**src/rtl/smpe_pkg.sv**
```systemverilog
// Shared types and constants of the serial mouse packet encoder.
`default_nettype none

package smpe_pkg;

    // Field widths of the input and result transactions.
    localparam int MOTION_W = 16;
    localparam int WHEEL_W  = 8;
    localparam int BYTE_W   = 8;
    localparam int GAIN_W   = 16;

    // Configuration port.
    localparam int CFG_INDEX_W = 3;
    localparam int CFG_DATA_W  = 16;

    localparam logic [CFG_INDEX_W-1:0] CFG_DEFAULT_PROTOCOL = 3'd0;
    localparam logic [CFG_INDEX_W-1:0] CFG_SWAP_BUTTONS     = 3'd1;
    localparam logic [CFG_INDEX_W-1:0] CFG_GAIN_ENABLE      = 3'd2;
    localparam logic [CFG_INDEX_W-1:0] CFG_X_GAIN           = 3'd3;
    localparam logic [CFG_INDEX_W-1:0] CFG_Y_GAIN           = 3'd4;

    localparam logic [GAIN_W-1:0] GAIN_RESET = 16'd256;

    // Serial mouse protocols.
    typedef enum logic [1:0] {
        PROTO_TWO   = 2'd0,
        PROTO_WHEEL = 2'd1,
        PROTO_THREE = 2'd2,
        PROTO_FIVE  = 2'd3
    } t_proto;

    // Item kinds.
    localparam logic KIND_REPORT   = 1'b0;
    localparam logic KIND_IDENTIFY = 1'b1;

    // Identification characters.
    localparam logic [BYTE_W-1:0] ID_BASE  = 8'h4D;  // 'M'
    localparam logic [BYTE_W-1:0] ID_THREE = 8'h33;  // '3'
    localparam logic [BYTE_W-1:0] ID_WHEEL = 8'h5A;  // 'Z'

    // Packet framing bits.
    localparam logic [BYTE_W-1:0] SYNC_7BIT   = 8'h40;
    localparam logic [BYTE_W-1:0] SYNC_8BIT   = 8'h80;
    localparam logic [BYTE_W-1:0] LOW6_MASK   = 8'h3F;
    localparam logic [BYTE_W-1:0] WHEEL_MASK  = 8'h0F;
    localparam logic [BYTE_W-1:0] WHEEL_MID   = 8'h10;
    localparam logic [BYTE_W-1:0] RIGHT_BIT   = 8'h10;
    localparam logic [BYTE_W-1:0] LEFT_BIT    = 8'h20;
    localparam logic [BYTE_W-1:0] THREE_MID   = 8'h20;

    // Saturation limits.
    localparam logic [6:0]        MOTION_LIMIT = 7'd127;
    localparam logic [WHEEL_W-1:0] WHEEL_LIMIT = 8'd15;

    localparam int MAX_BYTES = 5;
    localparam int COUNT_W   = 3;

endpackage

`default_nettype wire

```
**src/rtl/smpe_in_if.sv**
```systemverilog
// Input channel of the serial mouse packet encoder: reports and identify requests.
`default_nettype none

interface smpe_in_if;
    logic                               valid;
    logic                               ready;
    logic                               kind;
    logic signed [smpe_pkg::MOTION_W-1:0] dx;
    logic signed [smpe_pkg::MOTION_W-1:0] dy;
    logic signed [smpe_pkg::MOTION_W-1:0] dx_late;
    logic signed [smpe_pkg::MOTION_W-1:0] dy_late;
    logic signed [smpe_pkg::WHEEL_W-1:0]  wheel_delta;
    logic                               left_down;
    logic                               middle_down;
    logic                               right_down;
    logic                               revert_protocol;

    modport source (
        output valid, kind, dx, dy, dx_late, dy_late, wheel_delta,
               left_down, middle_down, right_down, revert_protocol,
        input  ready
    );

    modport sink (
        input  valid, kind, dx, dy, dx_late, dy_late, wheel_delta,
               left_down, middle_down, right_down, revert_protocol,
        output ready
    );
endinterface

`default_nettype wire

```
**src/rtl/smpe_out_if.sv**
```systemverilog
// Output channel of the serial mouse packet encoder: one serial byte per transaction.
`default_nettype none

interface smpe_out_if;
    logic                           valid;
    logic                           ready;
    logic [smpe_pkg::BYTE_W-1:0]    tx_byte;
    logic                           last;
    logic                           eight_bit_frame;

    modport source (
        output valid, tx_byte, last, eight_bit_frame,
        input  ready
    );

    modport sink (
        input  valid, tx_byte, last, eight_bit_frame,
        output ready
    );
endinterface

`default_nettype wire

```
**src/rtl/serial_mouse_packet_encoder.sv**
```systemverilog
// Serial mouse packet encoder top level: a three-stage pipeline ending in a byte serializer.
`default_nettype none

// Each input transaction is a movement report or an identify request. A report
// is turned into one serial mouse packet in the active protocol (3 bytes for
// two-button, 4 for wheel, 3 or 4 for three-button, 5 for the 8N1 protocol),
// and only when a button relevant to the protocol changed, motion is nonzero,
// or in wheel mode the wheel moved. An identify request picks the protocol from
// the held buttons and sends its ID bytes ('M', 'M3' or 'MZ'; nothing for the
// five-byte protocol). Motion optionally goes through an unsigned fixed-point
// gain with GAIN_FRACTION_BITS fraction bits, rounded away from zero, and is
// then clamped to +-127; the wheel is clamped to +-15. The pipeline has an
// input register (button decode, protocol and button state update, gain
// multipliers), a packet stage (rounding, clamping, byte assembly) and a packet
// register that is shifted out one byte per output transaction. The first byte
// is presented once its item has passed the input register and the packet stage
// and has been loaded into the packet register. Throughput is set by the output
// serializer: an item holds it until all of its bytes (one to five) are taken,
// and an item that produces no bytes passes without using it. Input transactions
// keep being accepted while a packet is still being shifted out, until all three
// stages hold work and the packet stage item has bytes to send. Configuration
// registers are written through i_cfg_we, i_cfg_index and i_cfg_data and are meant to
// change only while the pipeline is empty.
module serial_mouse_packet_encoder #(
    parameter int GAIN_FRACTION_BITS = 8
) (
    input  wire logic                                  i_clk,
    input  wire logic                                  i_rst_n,
    input  wire logic                                  i_cfg_we,
    input  wire logic [smpe_pkg::CFG_INDEX_W-1:0]      i_cfg_index,
    input  wire logic [smpe_pkg::CFG_DATA_W-1:0]       i_cfg_data,
    smpe_in_if.sink                                    i_in,
    smpe_out_if.source                                 o_out
);

    localparam int MW = smpe_pkg::MOTION_W;
    localparam int PW = smpe_pkg::MOTION_W + smpe_pkg::GAIN_W;
    localparam int BW = smpe_pkg::BYTE_W;
    localparam int CW = smpe_pkg::COUNT_W;

    // Adding this before the shift rounds the magnitude up.
    localparam logic [PW:0] ROUND_ADD = (33'd1 << GAIN_FRACTION_BITS) - 33'd1;
    // Gain of exactly one, used when the gain is switched off.
    localparam logic [smpe_pkg::GAIN_W-1:0] UNITY_GAIN = 16'(1 << GAIN_FRACTION_BITS);

    // Contents of the packet stage.
    typedef struct packed {
        logic                       kind;
        smpe_pkg::t_proto           proto;
        logic                       update;
        logic                       mid_changed;
        logic                       left;
        logic                       middle;
        logic                       right;
        logic signed [smpe_pkg::WHEEL_W-1:0] wheel;
        logic [3:0]                 neg;      // x, y, x late, y late
        logic [PW-1:0]              prod_x;
        logic [PW-1:0]              prod_y;
        logic [PW-1:0]              prod_xl;
        logic [PW-1:0]              prod_yl;
    } t_s2_stage;

    // ------------------------------------------------------------------
    // Configuration registers.
    // ------------------------------------------------------------------
    smpe_pkg::t_proto               r_default_protocol;
    logic                           r_swap_buttons;
    logic                           r_gain_enable;
    logic [smpe_pkg::GAIN_W-1:0]    r_x_gain;
    logic [smpe_pkg::GAIN_W-1:0]    r_y_gain;

    always_ff @(posedge i_clk) begin
        if (!i_rst_n) begin
            r_default_protocol <= smpe_pkg::PROTO_TWO;
            r_swap_buttons     <= 1'b0;
            r_gain_enable      <= 1'b0;
            r_x_gain           <= smpe_pkg::GAIN_RESET;
            r_y_gain           <= smpe_pkg::GAIN_RESET;
        end else if (i_cfg_we) begin
            case (i_cfg_index)
                smpe_pkg::CFG_DEFAULT_PROTOCOL: begin
                    r_default_protocol <= smpe_pkg::t_proto'(i_cfg_data[1:0]);
                end
                smpe_pkg::CFG_SWAP_BUTTONS: begin
                    r_swap_buttons <= i_cfg_data[0];
                end
                smpe_pkg::CFG_GAIN_ENABLE: begin
                    r_gain_enable <= i_cfg_data[0];
                end
                smpe_pkg::CFG_X_GAIN: begin
                    r_x_gain <= i_cfg_data;
                end
                smpe_pkg::CFG_Y_GAIN: begin
                    r_y_gain <= i_cfg_data;
                end
                default: begin
                end
            endcase
        end
    end

    // ------------------------------------------------------------------
    // Handshake between the stages.
    // ------------------------------------------------------------------
    logic                   r_s1_valid;
    logic                   r_s2_valid;
    logic                   r_s3_valid;
    logic [CW-1:0]          r_s3_left;
    logic                   s3_free;
    logic                   s2_ready;
    logic                   s1_ready;
    logic                   s1_go;
    logic                   s3_load;
    logic [CW-1:0]          n_pkt_count;

    // The packet register empties when its final byte is taken.
    assign s3_free  = !r_s3_valid || (o_out.ready && (r_s3_left == CW'(1)));
    // A packet stage item with no bytes leaves without using the packet register.
    assign s2_ready = !r_s2_valid || s3_free || (n_pkt_count == '0);
    assign s3_load  = r_s2_valid && s3_free && (n_pkt_count != '0);
    assign s1_ready = !r_s1_valid || s2_ready;
    assign s1_go    = r_s1_valid && s2_ready;
    assign i_in.ready = s1_ready;

    // ------------------------------------------------------------------
    // Stage 1: input register.
    // ------------------------------------------------------------------
    logic                               r_s1_kind;
    logic signed [MW-1:0]               r_s1_dx;
    logic signed [MW-1:0]               r_s1_dy;
    logic signed [MW-1:0]               r_s1_dx_late;
    logic signed [MW-1:0]               r_s1_dy_late;
    logic signed [smpe_pkg::WHEEL_W-1:0] r_s1_wheel;
    logic                               r_s1_left;
    logic                               r_s1_middle;
    logic                               r_s1_right;
    logic                               r_s1_revert;

    always_ff @(posedge i_clk) begin
        if (!i_rst_n) begin
            r_s1_valid <= 1'b0;
        end else if (s1_ready) begin
            r_s1_valid <= i_in.valid;
        end
    end

    always_ff @(posedge i_clk) begin
        if (s1_ready && i_in.valid) begin
            r_s1_kind    <= i_in.kind;
            r_s1_dx      <= i_in.dx;
            r_s1_dy      <= i_in.dy;
            r_s1_dx_late <= i_in.dx_late;
            r_s1_dy_late <= i_in.dy_late;
            r_s1_wheel   <= i_in.wheel_delta;
            r_s1_left    <= i_in.left_down;
            r_s1_middle  <= i_in.middle_down;
            r_s1_right   <= i_in.right_down;
            r_s1_revert  <= i_in.revert_protocol;
        end
    end

    // Button decode, protocol selection and the update decision.
    smpe_pkg::t_proto       r_active_protocol;
    logic [2:0]             r_prev_buttons;   // right, middle, left
    smpe_pkg::t_proto       n_active_protocol;
    logic                   s1_left;
    logic                   s1_right;
    logic [2:0]             s1_buttons;
    logic [2:0]             s1_changed;
    logic                   s1_update;
    logic [smpe_pkg::GAIN_W-1:0] s1_gain_x;
    logic [smpe_pkg::GAIN_W-1:0] s1_gain_y;
    t_s2_stage              n_s2;
    t_s2_stage              r_s2;

    function automatic logic [MW-1:0] f_magnitude(input logic signed [MW-1:0] v);
        // The magnitude of the most negative value still fits unsigned.
        f_magnitude = v[MW-1] ? MW'(~v + MW'(1)) : MW'(v);
    endfunction

    assign s1_left    = r_swap_buttons ? r_s1_right : r_s1_left;
    assign s1_right   = r_swap_buttons ? r_s1_left  : r_s1_right;
    assign s1_buttons = {s1_right, r_s1_middle, s1_left};
    assign s1_changed = s1_buttons ^ r_prev_buttons;
    assign s1_gain_x  = r_gain_enable ? r_x_gain : UNITY_GAIN;
    assign s1_gain_y  = r_gain_enable ? r_y_gain : UNITY_GAIN;

    always_comb begin
        // Both outer buttons select three-button mode, then middle, right, left.
        n_active_protocol = r_active_protocol;
        if (s1_right && s1_left) begin
            n_active_protocol = smpe_pkg::PROTO_THREE;
        end else if (r_s1_middle) begin
            n_active_protocol = smpe_pkg::PROTO_WHEEL;
        end else if (s1_right) begin
            n_active_protocol = smpe_pkg::PROTO_TWO;
        end else if (s1_left) begin
            n_active_protocol = smpe_pkg::PROTO_FIVE;
        end else if (r_s1_revert) begin
            n_active_protocol = r_default_protocol;
        end
    end

    // Middle changes only matter where the protocol reports the middle button;
    // wheel motion only matters in wheel mode.
    assign s1_update = s1_changed[0] || s1_changed[2] ||
                       (s1_changed[1] && (r_active_protocol != smpe_pkg::PROTO_TWO)) ||
                       (r_s1_dx != '0) || (r_s1_dy != '0) ||
                       ((r_active_protocol == smpe_pkg::PROTO_WHEEL) && (r_s1_wheel != '0));

    always_comb begin
        n_s2.kind        = r_s1_kind;
        n_s2.proto       = (r_s1_kind == smpe_pkg::KIND_IDENTIFY) ? n_active_protocol
                                                                   : r_active_protocol;
        n_s2.update      = s1_update;
        n_s2.mid_changed = s1_changed[1];
        n_s2.left        = s1_left;
        n_s2.middle      = r_s1_middle;
        n_s2.right       = s1_right;
        n_s2.wheel       = r_s1_wheel;
        n_s2.neg         = {r_s1_dy_late[MW-1], r_s1_dx_late[MW-1],
                            r_s1_dy[MW-1], r_s1_dx[MW-1]};
        n_s2.prod_x      = PW'(f_magnitude(r_s1_dx)) * PW'(s1_gain_x);
        n_s2.prod_y      = PW'(f_magnitude(r_s1_dy)) * PW'(s1_gain_y);
        n_s2.prod_xl     = PW'(f_magnitude(r_s1_dx_late)) * PW'(s1_gain_x);
        n_s2.prod_yl     = PW'(f_magnitude(r_s1_dy_late)) * PW'(s1_gain_y);
    end

    always_ff @(posedge i_clk) begin
        if (!i_rst_n) begin
            r_active_protocol <= smpe_pkg::PROTO_TWO;
            r_prev_buttons    <= 3'b000;
        end else if (s1_go) begin
            if (r_s1_kind == smpe_pkg::KIND_IDENTIFY) begin
                r_active_protocol <= n_active_protocol;
            end else begin
                r_prev_buttons <= s1_buttons;
            end
        end
    end

    // ------------------------------------------------------------------
    // Stage 2: rounding, clamping and byte assembly.
    // ------------------------------------------------------------------
    always_ff @(posedge i_clk) begin
        if (!i_rst_n) begin
            r_s2_valid <= 1'b0;
        end else if (s2_ready) begin
            r_s2_valid <= s1_go;
        end
    end

    always_ff @(posedge i_clk) begin
        if (s1_go) begin
            r_s2 <= n_s2;
        end
    end

    function automatic logic [BW-1:0] f_scale(input logic [PW-1:0] prod, input logic neg);
        logic [PW:0] sum;
        logic [PW:0] quo;
        logic [6:0]  mag;
        begin
            sum = {1'b0, prod} + ROUND_ADD;
            quo = sum >> GAIN_FRACTION_BITS;
            mag = (quo > (PW+1)'(smpe_pkg::MOTION_LIMIT)) ? smpe_pkg::MOTION_LIMIT : quo[6:0];
            f_scale = neg ? BW'(8'd0 - {1'b0, mag}) : {1'b0, mag};
        end
    endfunction

    logic [BW-1:0]          s2_x;
    logic [BW-1:0]          s2_y;
    logic [BW-1:0]          s2_xl;
    logic [BW-1:0]          s2_yl;
    logic signed [BW-1:0]   s2_wheel_sat;
    logic [BW-1:0]          s2_b3;
    logic [BW-1:0]          n_pkt_bytes [smpe_pkg::MAX_BYTES];
    logic                   n_pkt_eight;

    assign s2_x  = f_scale(r_s2.prod_x,  r_s2.neg[0]);
    assign s2_y  = f_scale(r_s2.prod_y,  r_s2.neg[1]);
    assign s2_xl = f_scale(r_s2.prod_xl, r_s2.neg[2]);
    assign s2_yl = f_scale(r_s2.prod_yl, r_s2.neg[3]);

    always_comb begin
        if (r_s2.wheel > $signed(smpe_pkg::WHEEL_LIMIT)) begin
            s2_wheel_sat = $signed(smpe_pkg::WHEEL_LIMIT);
        end else if (r_s2.wheel < -$signed(smpe_pkg::WHEEL_LIMIT)) begin
            s2_wheel_sat = -$signed(smpe_pkg::WHEEL_LIMIT);
        end else begin
            s2_wheel_sat = r_s2.wheel;
        end
    end

    // The wheel byte carries the negated wheel count in its low nibble.
    assign s2_b3 = (BW'(8'd0 - s2_wheel_sat) & smpe_pkg::WHEEL_MASK) |
                   (r_s2.middle ? smpe_pkg::WHEEL_MID : 8'h00);

    always_comb begin
        for (int i = 0; i < smpe_pkg::MAX_BYTES; i++) begin
            n_pkt_bytes[i] = '0;
        end
        n_pkt_count = '0;
        n_pkt_eight = 1'b0;
        if (r_s2.kind == smpe_pkg::KIND_IDENTIFY) begin
            if (r_s2.proto != smpe_pkg::PROTO_FIVE) begin
                n_pkt_bytes[0] = smpe_pkg::ID_BASE;
                n_pkt_count    = CW'(1);
                if (r_s2.proto == smpe_pkg::PROTO_THREE) begin
                    n_pkt_bytes[1] = smpe_pkg::ID_THREE;
                    n_pkt_count    = CW'(2);
                end else if (r_s2.proto == smpe_pkg::PROTO_WHEEL) begin
                    n_pkt_bytes[1] = smpe_pkg::ID_WHEEL;
                    n_pkt_count    = CW'(2);
                end
            end
        end else if (r_s2.update) begin
            if (r_s2.proto == smpe_pkg::PROTO_FIVE) begin
                // Buttons are active low in the sync byte; y goes up.
                n_pkt_bytes[0] = smpe_pkg::SYNC_8BIT |
                                 {5'b00000, !r_s2.left, !r_s2.middle, !r_s2.right};
                n_pkt_bytes[1] = s2_x;
                n_pkt_bytes[2] = BW'(8'd0 - s2_y);
                n_pkt_bytes[3] = s2_xl;
                n_pkt_bytes[4] = BW'(8'd0 - s2_yl);
                n_pkt_count    = CW'(5);
                n_pkt_eight    = 1'b1;
            end else begin
                n_pkt_bytes[0] = smpe_pkg::SYNC_7BIT |
                                 {4'b0000, s2_y[7:6], s2_x[7:6]} |
                                 (r_s2.right ? smpe_pkg::RIGHT_BIT : 8'h00) |
                                 (r_s2.left  ? smpe_pkg::LEFT_BIT  : 8'h00);
                n_pkt_bytes[1] = s2_x & smpe_pkg::LOW6_MASK;
                n_pkt_bytes[2] = s2_y & smpe_pkg::LOW6_MASK;
                n_pkt_count    = CW'(3);
                if (r_s2.proto == smpe_pkg::PROTO_WHEEL) begin
                    n_pkt_bytes[3] = s2_b3;
                    n_pkt_count    = CW'(4);
                end else if ((r_s2.proto == smpe_pkg::PROTO_THREE) &&
                             (r_s2.middle || r_s2.mid_changed)) begin
                    // The fourth byte goes out while middle is held or on its release.
                    n_pkt_bytes[3] = r_s2.middle ? smpe_pkg::THREE_MID : 8'h00;
                    n_pkt_count    = CW'(4);
                end
            end
        end
    end

    // ------------------------------------------------------------------
    // Stage 3: packet register, shifted out one byte per transaction.
    // ------------------------------------------------------------------
    logic [BW-1:0]          r_s3_bytes [smpe_pkg::MAX_BYTES];
    logic                   r_s3_eight;
    logic                   out_go;

    assign out_go = r_s3_valid && o_out.ready;

    always_ff @(posedge i_clk) begin
        if (!i_rst_n) begin
            r_s3_valid <= 1'b0;
            r_s3_left  <= '0;
        end else if (s3_load) begin
            r_s3_valid <= 1'b1;
            r_s3_left  <= n_pkt_count;
        end else if (out_go) begin
            r_s3_valid <= (r_s3_left != CW'(1));
            r_s3_left  <= r_s3_left - CW'(1);
        end
    end

    always_ff @(posedge i_clk) begin
        if (s3_load) begin
            r_s3_bytes <= n_pkt_bytes;
            r_s3_eight <= n_pkt_eight;
        end else if (out_go) begin
            for (int i = 0; i < smpe_pkg::MAX_BYTES - 1; i++) begin
                r_s3_bytes[i] <= r_s3_bytes[i+1];
            end
            r_s3_bytes[smpe_pkg::MAX_BYTES-1] <= '0;
        end
    end

    assign o_out.valid           = r_s3_valid;
    assign o_out.tx_byte         = r_s3_bytes[0];
    assign o_out.last            = (r_s3_left == CW'(1));
    assign o_out.eight_bit_frame = r_s3_eight;

endmodule

`default_nettype wire

```
**src/flat_wrapper.sv**
```systemverilog
// flat-port wrapper written by rule: the top's interface ports become plain ports
module serial_mouse_packet_encoder_flat 
#(
    parameter int GAIN_FRACTION_BITS = 8
)
  (i_clk, i_rst_n, i_cfg_we, i_cfg_index, i_cfg_data, i_in_valid, i_in_kind, i_in_dx, i_in_dy, i_in_dx_late, i_in_dy_late, i_in_wheel_delta, i_in_left_down, i_in_middle_down, i_in_right_down, i_in_revert_protocol, i_in_ready, o_out_valid, o_out_tx_byte, o_out_last, o_out_eight_bit_frame, o_out_ready);
  smpe_in_if i_in_i ();
  smpe_out_if o_out_i ();
  input  wire logic i_clk;
  input  wire logic i_rst_n;
  input  wire logic i_cfg_we;
  input  wire logic [smpe_pkg::CFG_INDEX_W-1:0] i_cfg_index;
  input  wire logic [smpe_pkg::CFG_DATA_W-1:0] i_cfg_data;
  input wire logic [$bits(i_in_i.valid)-1:0] i_in_valid;
  input wire logic [$bits(i_in_i.kind)-1:0] i_in_kind;
  input wire logic [$bits(i_in_i.dx)-1:0] i_in_dx;
  input wire logic [$bits(i_in_i.dy)-1:0] i_in_dy;
  input wire logic [$bits(i_in_i.dx_late)-1:0] i_in_dx_late;
  input wire logic [$bits(i_in_i.dy_late)-1:0] i_in_dy_late;
  input wire logic [$bits(i_in_i.wheel_delta)-1:0] i_in_wheel_delta;
  input wire logic [$bits(i_in_i.left_down)-1:0] i_in_left_down;
  input wire logic [$bits(i_in_i.middle_down)-1:0] i_in_middle_down;
  input wire logic [$bits(i_in_i.right_down)-1:0] i_in_right_down;
  input wire logic [$bits(i_in_i.revert_protocol)-1:0] i_in_revert_protocol;
  output wire logic [$bits(i_in_i.ready)-1:0] i_in_ready;
  output wire logic [$bits(o_out_i.valid)-1:0] o_out_valid;
  output wire logic [$bits(o_out_i.tx_byte)-1:0] o_out_tx_byte;
  output wire logic [$bits(o_out_i.last)-1:0] o_out_last;
  output wire logic [$bits(o_out_i.eight_bit_frame)-1:0] o_out_eight_bit_frame;
  input wire logic [$bits(o_out_i.ready)-1:0] o_out_ready;
  assign i_in_i.valid = i_in_valid;
  assign i_in_i.kind = i_in_kind;
  assign i_in_i.dx = i_in_dx;
  assign i_in_i.dy = i_in_dy;
  assign i_in_i.dx_late = i_in_dx_late;
  assign i_in_i.dy_late = i_in_dy_late;
  assign i_in_i.wheel_delta = i_in_wheel_delta;
  assign i_in_i.left_down = i_in_left_down;
  assign i_in_i.middle_down = i_in_middle_down;
  assign i_in_i.right_down = i_in_right_down;
  assign i_in_i.revert_protocol = i_in_revert_protocol;
  assign i_in_ready = i_in_i.ready;
  assign o_out_valid = o_out_i.valid;
  assign o_out_tx_byte = o_out_i.tx_byte;
  assign o_out_last = o_out_i.last;
  assign o_out_eight_bit_frame = o_out_i.eight_bit_frame;
  assign o_out_i.ready = o_out_ready;
  serial_mouse_packet_encoder #(.GAIN_FRACTION_BITS(GAIN_FRACTION_BITS)) u_core (.i_clk(i_clk), .i_rst_n(i_rst_n), .i_cfg_we(i_cfg_we), .i_cfg_index(i_cfg_index), .i_cfg_data(i_cfg_data), .i_in(i_in_i), .o_out(o_out_i));
endmodule
```
**config.mk**
```make
export PLATFORM = sky130hd
export DESIGN_NAME = serial_mouse_packet_encoder_flat
export DESIGN_NICKNAME = d
export VERILOG_FILES = /design/src/rtl/smpe_pkg.sv /design/src/rtl/smpe_in_if.sv /design/src/rtl/smpe_out_if.sv /design/src/rtl/serial_mouse_packet_encoder.sv /design/src/flat_wrapper.sv
export SDC_FILE = /design/constraint.sdc
export NUM_CORES = 2
export LEC_CHECK = 0
export BUFFER_PORTS_ARGS = -buffer_cell sky130_fd_sc_hd__clkbuf_2
export CAP_MARGIN = 20
export CORE_AREA = 3 3 443 445
export DETAILED_ROUTE_END_ITERATION = 6
export DIE_AREA = 0 0 446 448
export HOLD_SLACK_MARGIN = 0.03
export PLACE_DENSITY = 0.51
export REMOVE_ABC_BUFFERS = 1
export SLEW_MARGIN = 20
export SYNTH_ARGS = -nofsm -noshare
export SYNTH_HDL_FRONTEND = slang
export SYNTH_SLANG_ARGS = --single-unit
```
**constraint.sdc**
```tcl
create_clock -name i_clk -period 15.2 [get_ports i_clk]
set_input_delay 0.76 -clock i_clk [delete_from_list [all_inputs] [get_ports i_clk]]
set_output_delay 0.76 -clock i_clk [all_outputs]
set_load 0.01 [all_outputs]
```
==> metrics.md <==
| Metric | Value |
|---|---|
| R2R depth | 29 |
| Number of setup violations in the final report | 0 |
| Startpoint of the tightest hold check path | i_in_dx_late[3] |
| Starting DRT DRC Count | 2,308 |
| Worst hold path endpoint | u_core.r_s1_dx_late[3]$_DFFE_PP_ |
| Maximum number of pins on one net before global-route repair | 78 |
| CTS Hold Buffers Added | 0 |
| Maximum root-to-sink buffer count | 3 |
| Total clock sinks | 313 |
| Static power due to leakage | 24.5 nW |
| Result of the run | finished, final reports clean |
| CTS root buf | sky130_fd_sc_hd__clkbuf_16 |
| Max FO, Critical Path | 12 |
| # DRC | 0 |
| Cell variety after synth | 95 |
| Pin slew with the least headroom to its limit | 1.18 ns |
| Dominant cells by area after synthesis | sky130_fd_sc_hd__fa_1 32%, sky130_fd_sc_hd__edfxtp_1 17%, sky130_fd_sc_hd__ha_1 11% |
| Layout cell share with drive strength beyond 1 | 6.10% |
| Number of nets still failing antenna checks after routing | 0 |
| Chip Width | 446 um |
| Port bufs | 112 |
| Critical path start-end classification | flop to flop |
| Cells after Synth | 5,297 |
| Max-cap violation count | 0 |
| Clock transition at path regs | 0.08 ns |
| Cell depth of the worst hold path | 1 |
| Most repeated cell in the gate-level netlist after synthesis | sky130_fd_sc_hd__inv_1 |
| Type of origin of the critical path | flop |
| H-tree Lvls | 2 |
| Worst setup timing slack at the placement stage | 6.04 ns |
| CP max stage cell | sky130_fd_sc_hd__fa_1 |
| Top FF cell, synth | sky130_fd_sc_hd__edfxtp_1 |
| Endpoint arrival time on the critical path | 9.57 ns |
| Area growth from synthesis to layout | 10.7% |
| Worst hold-check path type | input pin to flop |
| Placed wire-length estimate | 117,000 um |
| Sum Neg Setup Slack | 0 ns |
| Number of antenna violations at the first check in global routing | 12 |
| Starting Density | 25.0% |
| Routed via count divided by cell count | 4.60 |
| Total setup buffers inserted after CTS | 0 |
| Skew final | 0.0283 ns |
| TritonCTS clock tree | built |
| Top cell by count, worst path | sky130_fd_sc_hd__fa_1 |
| Routed wire length | 145,000 um |
| Unrepaired setup endpoints after global routing | false |
| Number of enable flip-flop cells after synthesis | 266 |
| Cell Area, Synth | 48,100 um^2 |
| Fin. max-slew vios | 0 |
| Critical path capture point type | flop |
| Fraction of the core area covered by cells at the end of the flow | 27.6% |
| Remaining max-slew budget at the tightest pin | 20.4% |
| Average footprint of a synthesized cell | 9.08 um^2 |
| Post-layout nets | 6,671 |
| Overall die height | 448 um |
| Total power divided by cell area | 48.2 nW/um^2 |
| Global-route wire length before repair | 225,000 um |
| Via count | 36,489 |
| Number of global-route vias before repair | 38,009 |
| Leading area contributor after synthesis | sky130_fd_sc_hd__fa_1 |
| Final weighted congestion of routability-driven global placement | 0.885 |
| Post-DR wirelength/cell | 18.3 um |
| Top post-synthesis cells by count | 950 x sky130_fd_sc_hd__inv_1, 795 x sky130_fd_sc_hd__nand2_1, 776 x sky130_fd_sc_hd__fa_1 |
| Global-route usage over all layers | 14.6% |
| First-pass iteration count of the detailed router | 5 |
| Reg2reg end | u_core.r_s2[127]$_DFFE_PP_ |
| Share of synthesized area occupied by flip-flops and latches | 18.6% |
| Standard-cell row count | 161 |
| Proportion of synthesized flip-flops having asynchronous set or reset | 0% |
| Min setup slack post-route | 6.00 ns |
| Startpoint of the lowest-slack register-to-register path | u_core.r_s1_dx[0]$_DFFE_PP_ |
| TritonCTS Buffers | 42 |
| #FFs+latches synth | 313 |
| Flop-to-flop setup slack | 6.00 ns |
| Count of final hold-check violations | 0 |
| Worst path max stage delay | 0.55 ns |
| Clock latency reported for the late side of the worst-skew pair | 0.63 ns |
| Overall die area | 200,000 um^2 |
| Cts repair resizes | 0 |
| Fin crit period | 9.20 ns |
| Overall overflow remaining after global route | 0 |
| YS warnings | 0 |
| Synth top area share | 32.3% |
| Required time worst endpoint | 15.57 ns |
| Period utilization | 60.5% |
| I/O pin total | 113 |
| Highest achievable clock rate | 0.109 GHz |
| Worst IR drop on VDD | 0.0000732 V |
| Placeable core region | 193,000 um^2 |
final cells by class:
type / count / area, um^2
tap: 2526 / 3160
timing repair buffer: 207 / 1270
multi-input combinational: 3844 / 34900
sequential: 313 / 8930
fill: 20571 / 139000
inverter: 952 / 3580
clock buffer: 51 / 1150
clock inverter: 25 / 269
antenna: 6 / 15.0
where the power goes:
group / switching (mW) / internal (mW)
registers: 0.0470 / 0.983
logic: 0.341 / 0.168
clock network: 0.429 / 0.598
total: 0.818 / 1.75
registers in the layout (all words and copies together) (netlist names), 8 cells and up:
signal and cells:
u_core.r_s1_wheel 8, u_core.r_s1_dx_late 16, u_core.r_s2 148, u_core.r_s1_dy_late 16
u_core.r_s1_dx 16, u_core.r_s1_dy 16, u_core.r_x_gain 16, u_core.o_out.tx_byte 8
u_core.r_y_gain 16, u_core.r_s3_bytes 32
per-layer routing:
metal	vias to the layer above	global-route usage, %	wire [um]
met1	18340	18.4	60200
met2	982	24.8	69800
met3	257	1.87	7660
li1	16906	-	-
met4	4	6.58	7350
met5	-	0	27
metrics by stage:
step / std cells / power (mW) / area, um^2 / hold slack [ns]
global placement: 7842 / 1.55 / 51800 / 0.440
finish: 7924 / 2.57 / 53200 / 0.302
CTS: 7918 / 2.62 / 53200 / 0.255
detailed placement: 7842 / 1.56 / 51800 / 0.446
global route: 7922 / 2.70 / 53200 / 0.272
floorplan: 5109 / 1.34 / 47300 / 0.427
kinds of logic after synthesis:
kind of cell	after synthesis	share of synthesized area, %
adder cells (fa/ha/maj)	1210	43.6
multiplexers	20	0.429
XOR/XNOR	247	4.50
flip-flops	313	18.6
AO/OA/AOI/OAI	550	7.57
AND/OR/NAND/NOR	1817	16.3
buffers and inverters	1140	9.03
worst max path at each step:
stage	startpoint	end	slack (ns)	cells after the start
6_report	u_core.r_s1_dx[0]$_DFFE_PP_	u_core.r_s2[127]$_DFFE_PP_	6.00	29
5_1_grt	u_core.r_s1_dx[0]$_DFFE_PP_	u_core.r_s2[127]$_DFFE_PP_	5.48	29
4_1_cts	u_core.r_s1_dx[0]$_DFFE_PP_	u_core.r_s2[126]$_DFFE_PP_	5.99	29
3_5_place_dp	u_core.r_s1_dx[0]$_DFFE_PP_	u_core.r_s2[126]$_DFFE_PP_	6.04	29
3_3_place_gp	u_core.r_s1_dx[0]$_DFFE_PP_	u_core.r_s2[126]$_DFFE_PP_	6.26	29
2_1_floorplan	u_core.r_s1_dx[0]$_DFFE_PP_	u_core.r_s2[126]$_DFFE_PP_	7.11	29
worst max-delay path, delay by kind of cell, from the launching register on:
| kind | cells | cell delay [ns] |
|---|---|---|
| adders and majority gates | 8 | 3.61 |
| AOI/OAI and AO/OA | 8 | 2.26 |
| and+or+nand+nor | 7 | 1.53 |
| xor gates and xnor gates | 2 | 0.53 |
| DFF | 1 | 0.51 |
| buffers and inverters | 4 | 0.52 |
layout by cell type, fill, tap and decap left out, types with 15 or more instances in the layout:
master,instances
sky130_fd_sc_hd__inv_1,949
sky130_fd_sc_hd__nand2_1,795
sky130_fd_sc_hd__fa_1,776
sky130_fd_sc_hd__nor2_1,613
sky130_fd_sc_hd__ha_1,434
sky130_fd_sc_hd__edfxtp_1,266
sky130_fd_sc_hd__xnor2_1,153
sky130_fd_sc_hd__a21oi_1,152
sky130_fd_sc_hd__clkbuf_2,112
sky130_fd_sc_hd__buf_4,95
sky130_fd_sc_hd__o21ai_0,91
sky130_fd_sc_hd__xor2_1,91
sky130_fd_sc_hd__nand3_1,77
sky130_fd_sc_hd__nor3_1,58
sky130_fd_sc_hd__and2_1,48
sky130_fd_sc_hd__dfxtp_1,46
sky130_fd_sc_hd__clkbuf_16,44
sky130_fd_sc_hd__a21o_1,42
sky130_fd_sc_hd__o21a_1,30
sky130_fd_sc_hd__and3_1,29
sky130_fd_sc_hd__nand4_1,29
sky130_fd_sc_hd__a31oi_1,27
sky130_fd_sc_hd__nand2b_1,25
sky130_fd_sc_hd__or3_1,24
sky130_fd_sc_hd__nor2b_1,23
sky130_fd_sc_hd__nor4_1,23
sky130_fd_sc_hd__a211oi_1,22
sky130_fd_sc_hd__o31ai_1,19
sky130_fd_sc_hd__a21boi_0,19
sky130_fd_sc_hd__mux2i_1,15
sky130_fd_sc_hd__o21bai_1,15
Note: power is estimated with default switching activity, not from simulation.
